$ cat config.mk
export PLATFORM = sky130hd
export DESIGN_NAME = vtp_viewport
export DESIGN_NICKNAME = d
export VERILOG_FILES = /design/src/rtl/vtp_pkg.sv /design/src/rtl/vtp_viewport.sv
export SDC_FILE = /design/constraint.sdc
export NUM_CORES = 2
export LEC_CHECK = 0
export ABC_CLOCK_PERIOD_IN_PS = 9460
export BUFFER_PORTS_ARGS = -buffer_cell sky130_fd_sc_hd__buf_2
export CAP_MARGIN = 5
export CORE_MARGIN = 10
export CORE_UTILIZATION = 30
export CTS_BUF_LIST = sky130_fd_sc_hd__clkbuf_2 sky130_fd_sc_hd__clkbuf_4 sky130_fd_sc_hd__clkbuf_8
export DETAILED_ROUTE_END_ITERATION = 16
export GPL_ROUTABILITY_DRIVEN = 0
export GPL_TIMING_DRIVEN = 0
export MAX_ROUTING_LAYER = met4
export PLACE_DENSITY = 0.42
export SLEW_MARGIN = 20
export SYNTH_ARGS = -nofsm -noshare
export SYNTH_HDL_FRONTEND = slang
export SYNTH_SLANG_ARGS = --single-unit
$ cat constraint.sdc
create_clock -name clk -period 9.46 [get_ports clk]
set_input_delay 1.419 -clock clk [delete_from_list [all_inputs] [get_ports clk]]
set_output_delay 1.419 -clock clk [all_outputs]
set_load 0.005 [all_outputs]
$ cat src/rtl/vtp_pkg.sv
// ----------------------------------------------------------------------------
// vtp_pkg
// shared types, codes and saturation helper for the vertex transform block
// ----------------------------------------------------------------------------
`default_nettype none

package vtp_pkg;

  // input item codes
  localparam logic OP_LOAD   = 1'b0;
  localparam logic OP_VERTEX = 1'b1;

  // configuration register indexes
  localparam logic REG_SCREEN_WIDTH  = 1'b0;
  localparam logic REG_SCREEN_HEIGHT = 1'b1;

  localparam logic signed [31:0] MAX32 = 32'sh7fffffff;
  localparam logic signed [31:0] MIN32 = 32'sh80000000;

  // data riding along the divider chain
  typedef struct packed {
    logic             skip;
    logic [2:0]       neg;
    logic [2:0][31:0] pv;
    logic [31:0]      pw;
  } div_side_t;

  // clamp a wide signed value to 32 bits
  function automatic logic signed [31:0] sat32(input logic signed [65:0] v);
    logic signed [31:0] r;
    if (v > 66'(MAX32)) r = MAX32;
    else if (v < 66'(MIN32)) r = MIN32;
    else r = v[31:0];
    return r;
  endfunction

endpackage

`default_nettype wire

$ cat src/rtl/vtp_viewport.sv
// ----------------------------------------------------------------------------
// vtp_viewport
// viewport scaling of x and y and the result register
// ----------------------------------------------------------------------------
`default_nettype none

module vtp_viewport #(
  parameter int FRAC_BITS = 16
) (
  input  wire logic               clk,
  input  wire logic               rst,
  input  wire logic               en,
  input  wire logic               in_valid,
  input  wire logic signed [31:0] in_x,
  input  wire logic signed [31:0] in_y,
  input  wire logic signed [31:0] in_z,
  input  wire logic signed [31:0] in_w,
  input  wire logic               in_skip,
  input  wire logic [15:0]        width,
  input  wire logic [15:0]        height,
  output logic                    out_valid,
  output logic signed [31:0]      out_x,
  output logic signed [31:0]      out_y,
  output logic signed [31:0]      out_z,
  output logic signed [31:0]      out_w,
  output logic                    out_skip
);

  localparam logic signed [33:0] ONE = 34'sd1 <<< FRAC_BITS;

  logic               m_valid;
  logic signed [50:0] m_x;
  logic signed [50:0] m_y;
  logic signed [31:0] m_z;
  logic signed [31:0] m_w;
  logic               m_skip;

  logic signed [33:0] bx;
  logic signed [33:0] by;

  assign bx = 34'(in_x) + ONE;
  assign by = 34'(in_y) + ONE;

  always_ff @(posedge clk) begin
    if (rst) begin
      m_valid   <= 1'b0;
      out_valid <= 1'b0;
    end else if (en) begin
      m_valid   <= in_valid;
      out_valid <= m_valid;
    end
  end

  always_ff @(posedge clk) begin
    if (en) begin
      m_x    <= 51'(bx * $signed({1'b0, width}));
      m_y    <= 51'(by * $signed({1'b0, height}));
      m_z    <= in_z;
      m_w    <= in_w;
      m_skip <= in_skip;
      // halve with floor, then clamp
      out_x    <= vtp_pkg::sat32(66'(m_x >>> 1));
      out_y    <= vtp_pkg::sat32(66'(m_y >>> 1));
      out_z    <= m_z;
      out_w    <= m_w;
      out_skip <= m_skip;
    end
  end

endmodule

`default_nettype wire
# == Word-level counts from Yosys, hierarchy flattened ==
# Index checks and enable logic that the tools add are counted.
# op_classes
mux,2
magnitude_cmp,4
add_sub_neg,2
multipliers,2
# op_table
operator,count
$mul A33 B17 Y50,2
$gt A49 B32 Y1 const B,2
$lt A49 B32 Y1 const B,2
$add A32 B18 Y33 const B,2
$mux W32,2
# totals
register_bits,296
elab_cells,22
in_bits,165
output_inout_bits,130

# == Depth between registers and ports, before layout ==
# depth
depth_word,2
depth_mapped,30
mapped_depth_nobuf,29

# == Least setup slack after synthesis ==
# OpenSTA, ideal clock, no wires.
# synth_timing
path_type,input to register
from,in in_x[19]
to,"reg m_x[44], data pin"
setup_ns,0.269
stages,27
path_slack_ns,1.138
required_time_ns,9.191
path_buffers,2
arrival_ns,8.053
path_cell_list,and3_1 and3_1 nand3_1 nor2_1 nand4_1 or2_2 xnor2_1 clkbuf_1 nand2_1 fa_1 fa_1 fa_1 inv_1 fa_1 fa_1 inv_1 fa_1 inv_1 ha_1 clkbuf_1 a21o_1 a21o_1 a211oi_1 a31oi_1 a2111oi_2 o31ai_1 xor2_1
# synth_between
elab_chain_cells,2
# synth_rtl
element,line_no,rtl
start: declaration,vtp_viewport.sv:14,"input wire logic signed [31:0] in_x,"
$add A32 B18 Y33,vtp_viewport.sv:41,assign bx = 34'(in_x) + ONE;
$mul A33 B17 Y50,vtp_viewport.sv:56,"m_x <= 51'(bx * $signed({1'b0, width}));"
end signal: assignment,vtp_viewport.sv:56,
end: declaration,vtp_viewport.sv:32,logic signed [50:0] m_x;
# Every way passes these cells.
# A chain may end at the register's enable or synchronous reset.

# == Final worst setup path ==
# layout_timing
from,in in_y[16]
to,"reg, netlist name m_y[49]"
# layout_between
elab_chain_cells,2
# layout_rtl
element,line_no,rtl
start: declaration,vtp_viewport.sv:15,"input wire logic signed [31:0] in_y,"
$add A32 B18 Y33,vtp_viewport.sv:42,assign by = 34'(in_y) + ONE;
$mul A33 B17 Y50,vtp_viewport.sv:57,"m_y <= 51'(by * $signed({1'b0, height}));"
# Every way passes these cells.

==> out/metrics.cfg <==
[synth]
synth_compound_area_frac = 0.04024
synthAdderAreaFrac = 0.4881
yosysTopAreaCell = fa_1
synth_top_family_by_area = adder cells
ys_types = 66
synth_top_area_share = 0.4248
synthTopCellsByCount = 1,320 x inv_1, 1,006 x fa_1, 767 x nand2_1
avgSynthCellArea_um2 = 9.604
async_flop_share = 0
synth_top_flop_cell = edfxtp_1
yosysMostFrequentCell = inv_1
synthSimpleGateAreaFrac = 0.1411
synthesis.nets = 6348
netlist_area_mm2 = 0.04741
synth-xor-area-share = 0.02309
ys_seq_elements = 294
yosysSeqAreaShare = 0.1858
synth_mux_area_frac = 0.001108
synth_cells = 4937
yosys_warnings = 0
ys_top_cells_by_area = fa_1 42%, edfxtp_1 18%, inv_1 10%
synth_edf_count = 292

[outcome]
outcome = completed

[sta]
max_slew_margin = 0.2243
post-route-min-period_ps = 9032
layout_setup_ws_ps = 428.1
min_period_over_period = 0.9547
fmax_ghz = 0.1107
worstMarginPinSlew_ps = 1164
hold_ws_ps = 365.4
drv_slew = 0
finalSetupViolations = 0
skew_ps = 91.09
rsz0062_at_grt = false
hold_viol = 0

[clock_tree]
cts_tree = built
root_buffer = clkbuf_8
worstSkewPairLatency_ps = 790
clk_path_buf_depth = 3
cts_htree_levels = 2
numCtsBuffers = 58
path_clk_slew_ps = 60
clkSinkCount = 294
cts_hold_buf = 0

[drt]
wl_mm = 151.3
avgRoutedWirePerCell_um = 20.39
ant_nets = 0
vias_per_cell = 4.532
dr.pass1.iters = 6
drtIter0Drc = 2050
drc_errors = 0
vias = 33617

[setup_path]
cp_slowest_cell = fa_1
cp_common_cell = fa_1
crit_start = in_y[16]
cp-start-kind = input pin
critPathBufInv = 6
arrival_ps = 9640
slowest_delay_ps = 620
r2r-start = m_x[46]$_DFFE_PP_
critPathMaxFanout = 10
cp.required_ps = 10060
crit_path_end_kind = flop
path_delay_family = adder cells
setup.worst_path.class = input pin to flop

[finish]
nNetsFinal = 6708
area_growth_pct = 11.74
layout-drive-gt1-share = 0.08266

[global_route]
grt_usage = 0.1804
top_usage_layer = met2
grt_use_met2 = 0.2985
antenna_found_initial = 22
use_met1 = 0.2356
grt.overflow.total = 0
grt_pass1_vias = 36640
grt_use_met3 = 0.02373
grt_pass1_wl_mm = 232.0
grt_max_degree = 98

[placed_design]
dpl.hpwl_mm = 126.9
pre_cts_ws_ps = -1024
port_buffers = 294

[die]
die_w_um = 417.6
start_util = 0.3028
ioPinCount = 295
core_mm2 = 0.1566
die-height_um = 417.6
rows = 145
fp.dieArea_mm2 = 0.1743

[hold_path]
hold_class = flop to flop
hold_start = m_skip$_DFFE_PP_

[job]
maxCapViolCount = 0

-- per-layer routing --
metal | wire, um | up-vias
met2 | 73260 | 805
met4 | 3664 | 0
met5 | 0 | -
met3 | 7838 | 151
met1 | 66520 | 17412
li1 | - | 15249
-- layout make-up --
type / instances / area (um2)
Antenna cell: 13 / 32.53
Buffer: 201 / 769.5
Clock buffer: 80 / 1001
Clock inverter: 30 / 236.5
Fill cell: 16398 / 103600
Inverter: 1320 / 4955
Multi-Input combinational cell: 3122 / 33010
Sequential cell: 294 / 8808
Tap cell: 2058 / 2575
Timing Repair Buffer: 300 / 1590
-- sequential cells by signal (all words and copies together), names as in the netlist --
name	count
out_y	32
out_x	32
out_w	32
out_skip	1
m_valid	1
m_x	49
m_z	32
m_skip	1
m_y	49
out_valid	1
m_w	32
out_z	32
-- final timing paths --
kind                                           endpoint  slack [ps]  cells after the start
worst min-delay path                 out_skip$_DFFE_PP_         370                      0
worst max register to register  out_x[24]$_SDFFCE_PN1P_        6680                      5
worst max-delay path                  m_y[49]$_DFFE_PP_         430                     27
worst min register to register       out_skip$_DFFE_PP_         370                      0
-- what timing repair did --
action	in CTS	in global routing
resized for setup	2	16
setup endpoints to repair	4	14
pin swaps	0	1
setup buffers	0	2
-- through the flow --
step | TNS, ps | util | instances | instance area [um2]
after floorplan | 0 | - | 4937 | 47410
after global placement | -16080 | 0.3287 | 7289 | 51460
after detailed placement | -18050 | 0.3296 | 7293 | 51610
after CTS | 0 | 0.3376 | 7403 | 52860
after global routing | 0 | 0.3383 | 7410 | 52960
final | 0 | 0.3384 | 7418 | 52980
-- cells in the final DEF (no fill, tap or decap), types with 12 or more instances in the layout --
| master | instances |
|---|---|
| inv_1 | 1320 |
| fa_1 | 1006 |
| nand2_1 | 767 |
| and2_1 | 336 |
| buf_2 | 294 |
| edfxtp_1 | 292 |
| ha_1 | 240 |
| clkbuf_1 | 194 |
| nor2_1 | 181 |
| a21oi_1 | 93 |
| xnor2_1 | 77 |
| clkbuf_8 | 64 |
| a21o_1 | 53 |
| o21ai_0 | 41 |
| nand3_1 | 38 |
| xor2_1 | 35 |
| nand2b_1 | 35 |
| nand4_1 | 25 |
| and3_1 | 17 |
| clkbuf_4 | 16 |
| nor4_1 | 14 |
| diode_2 | 13 |
| nor3_1 | 13 |
| a31oi_1 | 12 |
-- cell families after synthesis --
logic type / after synthesis
compound gates: 291
xor+xnor: 125
fa+ha+maj: 1246
buf+inv: 1521
flops: 294
mux: 5
simple gates: 1455
Power is not shown: default switching activity piles up to over one toggle a cycle in this logic, so the estimate is an artifact.
