**src/rtl/vtp_pkg.sv**
```systemverilog
// ----------------------------------------------------------------------------
// vtp_pkg
// shared types, codes and saturation helper for the vertex transform block
// ----------------------------------------------------------------------------
`default_nettype none

package vtp_pkg;

  // input item codes
  localparam logic OP_LOAD   = 1'b0;
  localparam logic OP_VERTEX = 1'b1;

  // configuration register indexes
  localparam logic REG_SCREEN_WIDTH  = 1'b0;
  localparam logic REG_SCREEN_HEIGHT = 1'b1;

  localparam logic signed [31:0] MAX32 = 32'sh7fffffff;
  localparam logic signed [31:0] MIN32 = 32'sh80000000;

  // data riding along the divider chain
  typedef struct packed {
    logic             skip;
    logic [2:0]       neg;
    logic [2:0][31:0] pv;
    logic [31:0]      pw;
  } div_side_t;

  // clamp a wide signed value to 32 bits
  function automatic logic signed [31:0] sat32(input logic signed [65:0] v);
    logic signed [31:0] r;
    if (v > 66'(MAX32)) r = MAX32;
    else if (v < 66'(MIN32)) r = MIN32;
    else r = v[31:0];
    return r;
  endfunction

endpackage

`default_nettype wire

```
**src/rtl/vtp_div_cell.sv**
```systemverilog
// ----------------------------------------------------------------------------
// vtp_div_cell
// one restoring-division step for three lanes sharing a divisor
// ----------------------------------------------------------------------------
`default_nettype none

module vtp_div_cell #(
  parameter int NW = 48
) (
  input  wire logic                       clk,
  input  wire logic                       rst,
  input  wire logic                       en,
  input  wire logic                       in_valid,
  input  wire logic [31:0]                in_den,
  input  wire logic [2:0][31:0]           in_rem,
  input  wire logic [2:0][NW-1:0]         in_nq,
  input  wire vtp_pkg::div_side_t         in_side,
  output logic                            out_valid,
  output logic [31:0]                     out_den,
  output logic [2:0][31:0]                out_rem,
  output logic [2:0][NW-1:0]              out_nq,
  output vtp_pkg::div_side_t              out_side
);

  logic [2:0][31:0]   rem_next;
  logic [2:0][NW-1:0] nq_next;

  always_comb begin
    logic [32:0] t;
    logic [32:0] diff;
    logic        ge;
    for (int l = 0; l < 3; l++) begin
      t    = {in_rem[l], in_nq[l][NW-1]};
      ge   = (t >= {1'b0, in_den});
      diff = t - {1'b0, in_den};
      rem_next[l] = ge ? diff[31:0] : t[31:0];
      nq_next[l]  = {in_nq[l][NW-2:0], ge};
    end
  end

  always_ff @(posedge clk) begin
    if (rst) begin
      out_valid <= 1'b0;
    end else if (en) begin
      out_valid <= in_valid;
    end
  end

  always_ff @(posedge clk) begin
    if (en) begin
      out_den  <= in_den;
      out_rem  <= rem_next;
      out_nq   <= nq_next;
      out_side <= in_side;
    end
  end

endmodule

`default_nettype wire

```
**config.mk**
```make
export PLATFORM = sky130hd
export DESIGN_NAME = vtp_div_cell
export DESIGN_NICKNAME = d
export VERILOG_FILES = /design/src/rtl/vtp_pkg.sv /design/src/rtl/vtp_div_cell.sv
export SDC_FILE = /design/constraint.sdc
export NUM_CORES = 1
export LEC_CHECK = 0
export BUFFER_PORTS_ARGS = -buffer_cell sky130_fd_sc_hd__buf_2
export CAP_MARGIN = 20
export CELL_PAD_IN_SITES_DETAIL_PLACEMENT = 1
export CELL_PAD_IN_SITES_GLOBAL_PLACEMENT = 1
export CORE_AREA = 5 5 310 312
export DETAILED_ROUTE_END_ITERATION = 6
export DIE_AREA = 0 0 315 317
export GPL_ROUTABILITY_DRIVEN = 0
export GPL_TIMING_DRIVEN = 0
export PLACE_DENSITY_LB_ADDON = 0.1
export SYNTH_ARGS = -nofsm -noshare
export SYNTH_HDL_FRONTEND = slang
export SYNTH_SLANG_ARGS = --single-unit
```
**constraint.sdc**
```tcl
create_clock -name clk -period 3 [get_ports clk]
set_input_delay 0 -clock clk [delete_from_list [all_inputs] [get_ports clk]]
set_output_delay 0 -clock clk [all_outputs]
set_load 0.02 [all_outputs]
```
Word level (Yosys, flattened, before mapping). Cells that the tools add are included.

Bits in registers: 405. Latch bits: 0. RAM bits: 0. ROM bits: 0. Bits of input ports: 408. Output and inout bits: 405. Logic and storage cells: 23. Memories kept: 0.

$add $sub $neg: 3. Multiply operators: 0. Divide/modulo/power cells: 0. Order comparisons: 3. Equal/unequal tests: 0. Shift operators: 0. Multiplexer cells: 3. Bitwise logic cells: 0. Reductions and logical operators: 0.

Operator list (number): 33-bit by 32-bit >= comparator with 1-bit output (3); 32-bit 2-to-1 mux (3); 32-bit subtractor (3).

Logic depth before layout (Yosys ltp). Gate-level depths: netlist (run 1).

Word-level depth: 2. Gate-level depth with buffers: 13.

Least setup slack after synthesis (run 1). Ideal clock, no wire load.

Kind: input port to flip-flop. From: in in_den[3]. To: reg out_rem[74] (netlist bit) (data pin). Setup time: 0.260 ns. Arrival time: 2.216 ns. Slack: 0.524 ns. Cell stages on the path: 11. Path buffers: 1. Cell sequence: inv_1 > ha_1 > and3_1 > o21a_1 > o31a_1 > o31a_1 > a21bo_1 > o41ai_2 > inv_2 > buf_6 > mux2_4.

RTL lines: start, declared (RTL line vtp_div_cell.sv:14) `input wire logic [31:0] in_den,`; end signal, assigned (RTL line vtp_div_cell.sv:52) `out_rem <= rem_next;`; end, declared (RTL line vtp_div_cell.sv:20) `output logic [2:0][31:0] out_rem,`.

==> impl_metrics.tcl, run 1 <==
set metrics [dict create \
    status "finished with violations" \
    violations "negative hold slack" \
    path_class "in -> reg" \
    worstSetupEndpointType "flip-flop" \
    fin_cells 4053 \
    maxSlewHeadroom_pct 42.7 \
    slew_viol_final 0 \
    crit_chain "dlygate4sd3_1 > buf_2 > inv_1 > ha_1 > nand2_1 > o21ai_0 > a311o_1 > o221ai_1 > a21oi_1 > o21ba_2 > buf_2 > clkbuf_4 > o21ai_0" \
    leakage_nw 12.9 \
    critPathLaunchType "input port" \
    cts-buffers-inserted 52 \
    syn_inst 1464 \
    synth_edf_count 404 \
    ys.flop_type "edfxtp_1" \
    antenna_found_initial 43 \
    routedWlPerCell_um 26.2 \
    grt_max_degree 123 \
    viasPerCell 4.34 \
    period_needed_ps 2910 \
    syn-cell-area_um2 18900 \
    r2r_cells 3 \
    fill_cells 10500 \
    cts.clk_slew.worst_paths_ps 60 \
    cts_tree "yes" \
    ys_seq_area_share_pct 64.2 \
    worstHoldPathType "in -> reg" \
    syn2layout_area_growth_pct 61.1 \
    first_global_vias 18500 \
    track_usage_pct 20.2 \
    synth_nets 1971 \
    grt_first_pass_wirelength_mm 144 \
    die_x_um 315 \
    hold-worst-slack_ps -265 \
    hold_violations 5 \
    stdcell_area_um2 30500 \
    drive_above_1_share_pct 34.2 \
    finalWirelength_mm 106 \
    cp_data_required_time_ps 3310 \
    avgSynthCellArea_um2 12.9 \
    dp.cells 3533 \
    setup-violations-final 0 \
    die_y_um 317 \
    yosys_warnings 0 \
    ys_ff_latch 405 \
    place_ws_ps -1190 \
    fin_skew_ps 0 \
    max_clock_freq_mhz 344 \
    die-area_um2 99900 \
    max_cap_violations 0 \
    pin_count 813 \
    period_share_pct 96.9 \
    synth_area_leader_cell "edfxtp_1" \
    powerDensity_nw_per_um2 574 \
    ant_nets 0 \
    core_area_um2 92800 \
    setup_slack_ps 94.2 \
    place_area_um2 24600 \
    fin_nets 3248 \
    multiInputGateArea_um2 6330 \
    dpl.hpwl_mm 85.2 \
    cp_slowest_cell "dlygate4sd3_1" \
    via_count 17600 \
    num_rows 112 \
    cts_max_level 2 \
    cts.sinks 405 \
    fin_util_pct 32.8 \
    worstPathMaxFanout 10 \
    initial_core_util_pct 20.4 \
    clk_latency_ps 650 \
    synth_cell_types 75 \
    ir_drop_uv 415 \
    firstDrtPassIters 5 \
    port_buffers 812 \
    clock-root-buffer "clkbuf_16" \
    worstMarginPinSlew_ps 851 \
    gr-total-overflow 0 \
    synth_top_area_share_pct 64.1 \
    slowest_delay_ps 540 \
    register_area_um2 12200 \
    clockBufferDepth 3 \
    crit_arrival_ps 3220 \
    drt_iter0_markers 1075 \
    synthTopCellsByArea "edfxtp_1 64%, ha_1 6.4%, a21oi_1 3.3%, o21ai_0 2.6%, nor2_1 2.2%" \
    whs_path_depth 1 \
    drc 0 \
    async_flop_share_pct 0 \
]
[flip-flops by register name, summed over array words and instances, names as in the netlist]
| name | cells |
|---|---|
| out_den | 32 |
| out_nq | 144 |
| out_valid | 1 |
| out_side | 132 |
| out_rem | 96 |
[worst paths after layout]
kind	start	to	slack [ps]
worst max-delay path	in_den[27]	out_rem[31]	90
worst min-delay path	in_den[1]	out_den[1]	-270
worst max register to register	out_valid	out_valid	1830
worst min register to register	out_valid	out_valid	1070
[power breakdown]
group | internal, mW | leakage, nW | switching [mW] | total (mW)
sequential | 6.91 | 3.96 | 0.157 | 7.07
clock | 3.47 | 0.773 | 2.66 | 6.14
combinational | 1.60 | 8.13 | 2.70 | 4.30
total | 12.0 | 12.9 | 5.52 | 17.5
[metal layers]
metal	track usage [%]	wire, um
met5	0	128
met4	7.45	4200
met3	5.94	8020
met2	34.1	50600
met1	24.4	43200
[kinds of logic after synthesis]
family          count (synthesis)  share of synthesized area (%)
buf+inv                       118                           2.60
flops                         405                           64.2
fa+ha+maj                      99                           6.67
xor+xnor                       70                           3.24
compound gates                405                           13.6
simple gates                  350                           8.57
mux                            17                           1.08
[final cells by class]
type | count | area share [%]
diodes | 16 | 0.131
clock buffers | 67 | 4.45
clock inverters | 29 | 0.899
plain buffers | 50 | 0.834
flip-flops and latches | 405 | 39.9
well taps | 1254 | 5.15
multi-input cells | 941 | 20.8
repair buffers | 1224 | 27.0
inverters | 67 | 0.825
[per-stage QoR]
step	total power [mW]	TNS (ps)
floorplan	9.20	0
global placement	11.1	-1930700
detailed placement	11.0	-67040
CTS	17.8	0
global route	18.3	-1.72
finish	17.5	0
[synthesized netlist by cell type, drive strengths merged (4+ instances only)]
| library cell | count |
|---|---|
| edfxtp | 404 |
| a21oi | 126 |
| nor2 | 109 |
| nand2 | 106 |
| o21ai | 99 |
| ha | 96 |
| inv | 67 |
| a21o | 44 |
| xnor2 | 39 |
| xor2 | 31 |
| clkbuf | 30 |
| nand4 | 23 |
| nand3 | 22 |
| buf | 21 |
| nor3 | 20 |
| a31oi | 17 |
| o21a | 17 |
| o31ai | 14 |
| mux2 | 13 |
| nor2b | 13 |
| o21bai | 13 |
| nand2b | 12 |
| and3 | 10 |
| o31a | 8 |
| a41oi | 7 |
| and2 | 7 |
| a211oi | 6 |
| nor4 | 6 |
| or2 | 6 |
| a21boi | 5 |
| o211ai | 5 |
| or3 | 5 |
| a31o | 4 |
| mux2i | 4 |
| nand3b | 4 |
[critical path, delay by kind of cell]
family	cells	cell delay, ps
buffers and inverters	5	1490
AO/OA/AOI/OAI	6	1230
adder cells (fa/ha/maj)	1	350
AND/OR/NAND/NOR	1	140
[cell usage in the layout (no fill, tap or decap), drive strengths merged, types with 22 or more instances in the layout]
cell	instances
edfxtp	404
ha	96
a21o	44
xnor2	39
nand2	106
clkbuf	96
buf	840
inv	69
dlygate4sd3	405
a21oi	126
xor2	31
nor2	109
nand4	23
o21ai	99
nand3	22
[what timing repair did]
action,4_1_cts,5_1_grt
gates resized for setup,6,26
hold buffers,394,11
buffers inserted,0,4
endpoints found under the hold margin,468,14
pin swaps,0,4
setup endpoints to repair,35,74
(Power assumes the default switching activity.)
==> run 2: changes to the inputs <==
Clock period 3 ns to 2.9 ns, I/O delays scaled along.
==> run 2 against run 1 <==
Non-clock buffer count decreased by 3. The run still ends with negative hold slack left. Setup slack got worse by 43 ps. Global-route usage increased by 0.052 points. Highest routed layer unchanged. Wire length increased by 0.35%. Utilization decreased by 0.054 points.
==> impl_metrics.tcl, run 2 (same netlist as run 1, synthesis figures left out) <==
set metrics [dict create \
    drive_above_1_share_pct 34.2 \
    ir_drop_uv 424 \
    max_clock_freq_mhz 351 \
    core_area_um2 92800 \
    drt_iter0_markers 1079 \
    hold-worst-slack_ps -264 \
    place_ws_ps -1290 \
    pin_count 813 \
    routedWlPerCell_um 26.3 \
    num_rows 112 \
    dr_wl_met3_mm 8.10 \
    firstDrtPassIters 5 \
    dpl.hpwl_mm 85.2 \
    drc 0 \
    die_y_um 317 \
    grt_max_degree 123 \
    antenna_found_initial 47 \
    cts_tree "yes" \
    mostFrequentLayoutCell "buf_2" \
    leakage_nw 12.9 \
    viasPerCell 4.35 \
    setup-violations-final 0 \
    cts.sinks 405 \
    path_class "in -> reg" \
    fin_skew_ps 0 \
    highest_layer "met5" \
    cp_slowest_cell "dlygate4sd3_1" \
    gr-total-overflow 0 \
    layout_common_cells "821 x buf_2, 405 x dlygate4sd3_1, 404 x edfxtp_1" \
    setup_slack_ps 51.6 \
    initial_core_util_pct 20.4 \
    port_buffers 812 \
    total_power_mw 18.1 \
    clockBufferDepth 3 \
    clock-root-buffer "clkbuf_16" \
    crit_chain "dlygate4sd3_1 > buf_2 > ha_1 > clkbuf_1 > nand3_1 > nor3_1 > and4bb_2 > o211ai_1 > and3_1 > and3_1 > xnor2_1 > mux2_2" \
    clk_latency_ps 650 \
    ant_nets 0 \
    max_cap_violations 0 \
    critPathLaunchType "input port" \
    powerDensity_nw_per_um2 595 \
    cts.clk_slew.worst_paths_ps 60 \
    grt_first_pass_wirelength_mm 144 \
    via_count 17600 \
    first_global_vias 18500 \
    period_needed_ps 2850 \
    finalWirelength_mm 106 \
    syn2layout_area_growth_pct 60.8 \
    largest_register_ffs 144 \
    status "finished with violations" \
    top_regs "out_nq: 144 flops, out_side: 132 flops, out_rem: 96 flops" \
    slowest_delay_ps 550 \
    worstMarginPinSlew_ps 907 \
    die-area_um2 99900 \
    path_common_cell "and3_1" \
    wl_met1_mm 43.3 \
    fill_cells 10500 \
    route.met2.wl_mm 50.8 \
    crit_arrival_ps 3240 \
    slew_viol_final 0 \
    track_usage_pct 20.2 \
    cts-buffers-inserted 52 \
    largest_register "out_nq" \
    critPathTopFamily "simple AND/OR/NAND/NOR gates" \
    worstHoldPathType "in -> reg" \
    cts_max_level 2 \
    violations "negative hold slack" \
    path_buf_inv 3 \
    fin_nets 3245 \
    hold_violations 5 \
    worstPathMaxFanout 8 \
    period_share_pct 98.2 \
    rsz0062_at_grt "no" \
    die_x_um 315 \
    maxSlewHeadroom_pct 38.9 \
    cp_data_required_time_ps 3300 \
    worstSetupEndpointType "flip-flop" \
]
## run 2: area by class of cell
class | instances | area [um2] | area share, %
clock buffer | 67 | 1360 | 4.46
tap | 1254 | 1570 | 5.16
buffer | 47 | 245 | 0.806
timing repair buffer | 1224 | 8240 | 27.1
antenna | 12 | 30.0 | 0.0987
multi-input combinational | 941 | 6300 | 20.7
sequential | 405 | 12200 | 39.9
clock inverter | 29 | 274 | 0.901
inverter | 67 | 251 | 0.827
## run 2: where the power goes
group          switching, mW  internal (mW)
Clock                   2.76           3.59
Combinational           2.78           1.65
Sequential             0.162           7.15
Total                   5.71           12.4
## run 2: final timing paths
kind	from	to	slack (ps)	cells past startpoint
setup / recovery	in_rem[52]	out_rem[56]	50	12
hold / removal	in_den[1]	out_den[1]	-260	1
setup reg to reg	out_valid	out_valid	1730	3
hold reg to reg	out_valid	out_valid	1070	3
## run 2: per-stage QoR
stage                     instances  cell area (um2)  TNS [ps]  utilization (%)
after floorplan                1464            18900         0                -
after global placement         3530            24500  -1981100             26.5
after detailed placement       3533            24600    -76940             26.6
after CTS                      4021            30200         0             32.6
after global routing           4040            30400         0             32.8
final                          4046            30400         0             32.8
## run 2: metal layers
metal / global-route usage [%] / vias to the layer above
met5: 0 / -
met4: 7.22 / 26
met3: 5.94 / 166
met2: 34.3 / 623
met1: 24.5 / 8652
li1: - / 8113
## run 2: repair_timing
item | 4_1_cts | 5_1_grt
cloned | 0 | 0
buffers inserted | 0 | 4
gates resized for setup | 6 | 20
setup endpoints to repair | 48 | 60
hold buffers | 392 | 13
endpoints found under the hold margin | 468 | 16
pin swaps | 0 | 2
